**src/rtl/core/pnguf_pkg.sv**
```systemverilog
// ----------------------------------------------------------------------------
// pnguf_pkg
// Shared types and constants of the PNG scanline unfilter: payload structs,
// filter codes, register indexes and default sizes.
// ----------------------------------------------------------------------------
`default_nettype none

package pnguf_pkg;

   // Default sizes
   localparam int MAX_ROW_BYTES_DEF   = 8192;
   localparam int MAX_PIXEL_BYTES_DEF = 8;

   // Filter type codes
   localparam logic [2:0] FILT_NONE  = 3'd0;
   localparam logic [2:0] FILT_SUB   = 3'd1;
   localparam logic [2:0] FILT_UP    = 3'd2;
   localparam logic [2:0] FILT_AVG   = 3'd3;
   localparam logic [2:0] FILT_PAETH = 3'd4;

   // Highest legal filter type byte
   localparam logic [7:0] FILT_MAX_BYTE = 8'd4;

   // Configuration register indexes
   localparam logic CSR_BYTES_PER_PIXEL = 1'b0;
   localparam logic CSR_ROW_BYTES       = 1'b1;

   localparam int BPP_W      = 4;
   localparam int ROW_W      = 14;
   localparam int CSR_DATA_W = 14;

   // Request payload
   typedef struct packed {
      logic [7:0] data_byte;
      logic       frame_start;
   } req_type;

   // Result payload
   typedef struct packed {
      logic [7:0] pixel;
      logic       row_end;
      logic       bad_filter;
   } rsp_type;

   // Operands of the byte predictor
   typedef struct packed {
      logic [2:0] filter;
      logic [7:0] data;
      logic [7:0] left;
      logic [7:0] up;
      logic [7:0] upleft;
   } pred_in_type;

endpackage

`default_nettype wire

```
**src/rtl/core/pnguf_predict.sv**
```systemverilog
// ----------------------------------------------------------------------------
// pnguf_predict
// Rebuilds one pixel byte: filtered byte plus the prediction chosen by the
// row's filter type (none, sub, up, average, Paeth), modulo 256.
// ----------------------------------------------------------------------------
`default_nettype none

module pnguf_predict (
   input  wire pnguf_pkg::pred_in_type op,
   output logic [7:0]                  rec
);

   logic signed [10:0] sa, sb, sc;
   logic signed [10:0] da, db, dc;
   logic        [9:0]  pa, pb, pc;
   logic        [7:0]  paeth;
   logic        [8:0]  avg_sum;
   logic        [7:0]  pred;

   // Paeth: distances of a+b-c to each neighbor
   always_comb begin
      sa = 11'(op.left);
      sb = 11'(op.up);
      sc = 11'(op.upleft);
      da = sb - sc;
      db = sa - sc;
      dc = sa + sb - sc - sc;
      pa = (da < 0) ? 10'(-da) : 10'(da);
      pb = (db < 0) ? 10'(-db) : 10'(db);
      pc = (dc < 0) ? 10'(-dc) : 10'(dc);
      if (pa <= pb && pa <= pc) begin
         paeth = op.left;
      end else if (pb <= pc) begin
         paeth = op.up;
      end else begin
         paeth = op.upleft;
      end
   end

   assign avg_sum = {1'b0, op.left} + {1'b0, op.up};

   // Prediction select
   always_comb begin
      case (op.filter)
         pnguf_pkg::FILT_SUB:   pred = op.left;
         pnguf_pkg::FILT_UP:    pred = op.up;
         pnguf_pkg::FILT_AVG:   pred = avg_sum[8:1];
         pnguf_pkg::FILT_PAETH: pred = paeth;
         default:               pred = 8'd0;
      endcase
   end

   assign rec = op.data + pred;

endmodule

`default_nettype wire

```
**config.mk**
```make
export PLATFORM = sky130hd
export DESIGN_NAME = pnguf_predict
export DESIGN_NICKNAME = d
export VERILOG_FILES = /design/src/rtl/core/pnguf_pkg.sv /design/src/rtl/core/pnguf_predict.sv
export SDC_FILE = /design/constraint.sdc
export NUM_CORES = 1
export LEC_CHECK = 0
export BUFFER_PORTS_ARGS = -buffer_cell sky130_fd_sc_hd__buf_2
export CORE_UTILIZATION = 63
export DETAILED_ROUTE_END_ITERATION = 12
export PLACE_DENSITY = 0.84
export SYNTH_ARGS = -nofsm -noshare
export SYNTH_HDL_FRONTEND = slang
export SYNTH_SLANG_ARGS = --single-unit
```
**constraint.sdc**
```tcl
create_clock -name vclk -period 13.4
set_clock_uncertainty 0.2 [all_clocks]
set_input_delay 2.68 -clock vclk [all_inputs]
set_output_delay 2.68 -clock vclk [all_outputs]
set_load 0.02 [all_outputs]
```
Word-level counts from Yosys, hierarchy flattened
Index checks and enable logic that the tools add are counted.
{"block": "op_classes", "n_eq_ne": 4, "muxes": 6, "add_sub_neg": 10, "n_lt_le_gt_ge": 6, "reduce_logical": 1}
{"operator": "$pmux W8 S4", "count": 1}
{"operator": "$le A10 B10 Y1", "count": 3}
{"operator": "$mux W10", "count": 3}
{"operator": "$neg A9 Y10", "count": 2}
{"operator": "$add A8 B8 Y9", "count": 2}
{"operator": "$lt A9 B1 Y1 const B", "count": 2}
{"operator": "$sub A8 B8 Y9", "count": 2}
{"operator": "$mux W8", "count": 2}
{"operator": "$lt A11 B1 Y1 const B", "count": 1}
{"operator": "$sub A10 B9 Y11", "count": 1}
{"operator": "$neg A10 Y10", "count": 1}
{"operator": "$sub A9 B8 Y10", "count": 1}
{"operator": "$add A8 B8 Y8", "count": 1}
{"operator": "$eq A3 B2 Y1 const B", "count": 2}
{"operator": "$eq A3 B1 Y1 const B", "count": 1}
{"operator": "$eq A3 B3 Y1 const B", "count": 1}
{"operator": "$logic_and A1 B1 Y1", "count": 1}
{"block": "totals", "wordCells": 27, "input_bits": 35, "output_inout_bits": 8, "regBits": 0}

Depth between registers and ports, before layout
{"block": "depth", "word_depth": 10, "depth_mapped": 37, "depth_no_buf": 36}

Least setup slack after synthesis
No wires, ideal clock.
{"block": "synth_path", "path_type": "input to output", "from": "in op[9] in the netlist's numbering", "to": "out rec[7]", "n_path_buf": 1, "path_slack_ns": 1.466, "arrival_ns": 9.054, "stages": 32, "cell_sequence": "inv_1 fa_1 inv_1 ha_1 a21oi_1 o211ai_1 a21oi_1 o21bai_1 a21oi_1 xnor2_1 ha_1 nor2b_1 o221ai_1 a21boi_2 a31oi_1 xor2_1 ha_1 a211oi_1 nor2_1 a2111oi_0 o22ai_1 buf_2 a21oi_1 o22ai_1 ha_1 a21o_1 a21oi_1 nor2b_1 o21a_1 o41ai_1 xor2_1 xnor2_1"}
{"block": "synth_via", "elab_chain_cells": 10, "word_cells_on_any_way": 19, "cone_classes": "8 x add/sub; 5 x order compare; 5 x mux; 1 x reduce/logical"}
{"item": "start: declaration", "line": "pnguf_predict.sv:9", "text": "input wire pnguf_pkg::pred_in_type op,"}
{"item": "$add A8 B8 Y9", "line": "pnguf_predict.sv:27, pnguf_predict.sv:40"}
{"item": "$sub A9 B8 Y10", "line": "pnguf_predict.sv:27", "text": "dc = sa + sb - sc - sc;"}
{"item": "$sub A10 B9 Y11", "line": "pnguf_predict.sv:27"}
{"item": "$neg A10 Y10 / $lt A11 B1 Y1 (equally long branches)", "line": "pnguf_predict.sv:30", "text": "pc = (dc < 0) ? 10'(-dc) : 10'(dc);"}
{"item": "$mux W10", "line": "pnguf_predict.sv:30"}
{"item": "$le A10 B10 Y1 (on tied branches)", "line": "pnguf_predict.sv:33, pnguf_predict.sv:31"}
{"item": "$mux W8 / $logic_and A1 B1 Y1 (equally long branches)", "line": "pnguf_predict.sv:33, pnguf_predict.sv:31"}
{"item": "$mux W8", "line": "pnguf_predict.sv:31", "text": "if (pa <= pb && pa <= pc) begin"}
{"item": "$pmux W8 S4 *", "line": "pnguf_predict.sv:44", "text": "case (op.filter)"}
{"item": "$add A8 B8 Y8 *", "line": "pnguf_predict.sv:53", "text": "assign rec = op.data + pred;"}
{"item": "end: declaration", "line": "pnguf_predict.sv:10", "text": "output logic [7:0] rec"}
Every way passes the cells marked *; elsewhere a longest branch is shown, timed or not.

Worst setup path in the final report
Ends and elaborated chain as after synthesis.

==> results.yml <==
status:
  outcome: "completed"
logic_synthesis:
  synth_commonest_cells: "ha_1 (79), inv_1 (65), nor2_1 (57), a21oi_1 (37), xnor2_1 (33)"
  synth_top_family_by_area: "adder cells"
  synth_area_leaders: "ha_1 (26%), xnor2_1 (7.5%), fa_1 (6.8%)"
  netlist.area_leader.share_pct: 25.81
  ys_seq_area_share_pct: 0
  synth_area_mm2: 0.003830
  yosys.area_share.simple_pct: 19.11
  synthAdderAreaFrac_pct: 32.60
  yosys.area.top_type: "ha_1"
  synthXorXnorAreaFrac_pct: 12.54
  synth.mux.area_fraction_pct: 2.450
  yosysUniqueCellTypes: 63
  ys_warn_count: 0
  avgSynthCellArea_um2: 7.309
  synth.most_common_cell: "ha_1"
  synthCells: 524
  synth_compound_area_share_pct: 26.30
die:
  die_h_um: 79.97
  row_count: 28
  core_mm2: 0.005886
  num_io_pins: 43
  chipWidth_um: 79.97
  die_area_mm2: 0.006395
  start_util_pct: 65.07
layout:
  final_cell_count_no_fill: 644
  area_delta_synth_final_pct: 9.539
  fin_area_mm2: 0.004195
  n_antenna_cell: 0
  nets: 698
  regArea_um2: 0
  n_sequential_cell: 0
  nClkBuffers: 0
  fillers: 519
  drive_gt1_share_pct: 12.30
  final_util_pct: 71.28
worst_setup_path:
  worst_ep_required_time_ns: 10.52
  slowest_delay_ns: 0.53
  end_kind: "output port"
  crit_fanout: 12
  crit_type: "input pin to output port"
  arrival_ns: 9.91
  startpoint_type: "input pin"
  path_buf_inv: 4
  cpMaxStageDelayCell: "a2111oi_1"
  critPathTopFamily: "compound AO/OA/AOI/OAI gates"
timing:
  hold_violations: 0
  setup_viol: 0
  worst_hold_slack_ns: 5.498
  drv_slew: 0
  setup_tns_ns: 0
  min_period_over_period_pct: 95.41
  rsz0062_at_grt: "false"
  fin_crit_ns: 12.79
  slew_headroom_pct: 34.71
  fmax_mhz: 78.21
  tightest_slew_ns: 0.9547
grt:
  grt_pass1_wl_mm: 15.73
  overflow: 0
  antenna_found_initial: 0
  grt_pass1_vias: 3531
  grt_max_degree: 16
  gr-usage-all-layers_pct: 30.93
power:
  internal_power_uw: 273.9
  power.density_mw_per_mm2: 155.4
  leakagePower_nw: 2.098
  power.share.sequential_pct: 0
  p_clk_share_pct: 0
  p_switching_uw: 378.1
  ir_worst_vdd_uv: 119.9
  pwr-share-comb_pct: 100.0
  sw_frac_of_total_pct: 57.99
placement:
  globalplace.congestion: 0.9346
  hpwl_mm: 8.635
  io_buffer_count: 43
  placed_area_mm2: 0.004130
  dp.cells: 640
clock_network:
  cts-hold-fix-buffers: 0
drt:
  first_pass_iters: 5
  drtIter0Drc: 184
  viasPerCell: 6.202
  drt-total-wl_mm: 9.845
  avgRoutedWirePerCell_um: 15.29
  drtAntennaViolNets: 0
  drc: 0
  vias: 3994
job:
  drv_cap: 0
min_path:
  min_path_type: "input pin to output port"
[kinds of logic (layout without fill, tap and decap cells)]
family / Yosys count / in the layout
adder cells (fa/ha/maj): 92 / 92
AND/OR/NAND/NOR: 149 / 149
buffers and inverters: 69 / 112
AO/OA/AOI/OAI: 149 / 149
other: 2 / 4
XOR/XNOR: 54 / 54
multiplexers: 9 / 9
[timing repair]
item | CTS | global route
setup buffers | 0 | 4
gates resized for setup | 0 | 6
hold endpoints to repair | 0 | 0
setup endpoints to repair | 0 | 3
[routing by layer]
layer  GRT usage, %  wire length, µm  vias to the layer above
met5              0                0                        -
met4          7.143              267                        0
met3          1.257              507                       30
met2          54.87             4785                      133
met1          40.97             4285                     1867
li1               -                -                     1964
[per-stage QoR]
step                      setup WS, ns  power [mW]
after floorplan                  1.466      0.4782
after global placement          0.6035      0.5823
after detailed placement        0.4184      0.6146
after CTS                       0.3918      0.6153
after global routing           0.01359      0.7176
final                           0.6145      0.6520
[power by group through the flow]
stage               registers, mW  clock network (mW)  logic (mW)
floorplan                       0                   0       0.478
global route                    0                   0       0.718
CTS                             0                   0       0.615
global placement                0                   0       0.582
finish                          0                   0       0.652
detailed placement              0                   0       0.615
[path summary, 6_finish.rpt]
| check | start | depth (start not counted) | to |
|---|---|---|---|
| setup / recovery | op[9] | 33 | rec[7] |
| hold / removal | op[24] | 3 | rec[0] |
[area by class of cell]
class	count	area [µm²]	area share, %
inverters	65	244.0	5.816
repair buffers	47	245.2	5.846
multi-input cells	457	3612	86.10
well taps	75	93.84	2.237
[layout by cell type (no fill, tap or decap), types with 6 or more instances in the layout]
master,synthesis,routed
inv_1,65,65
a21oi_1,37,37
a21o_1,13,13
nor2_1,57,57
o21ai_0,19,19
nor3_1,10,10
buf_2,1,43
a22oi_1,6,6
nand2b_1,9,9
mux2i_1,6,6
o22ai_1,8,7
nand2_1,24,24
xnor2_1,33,32
fa_1,13,13
nand4_1,7,7
o21a_1,9,9
xor2_1,20,20
ha_1,79,79
a211oi_1,9,9
nor2b_1,15,15
nand3_1,8,8
Power figures use the tool's default switching activity.
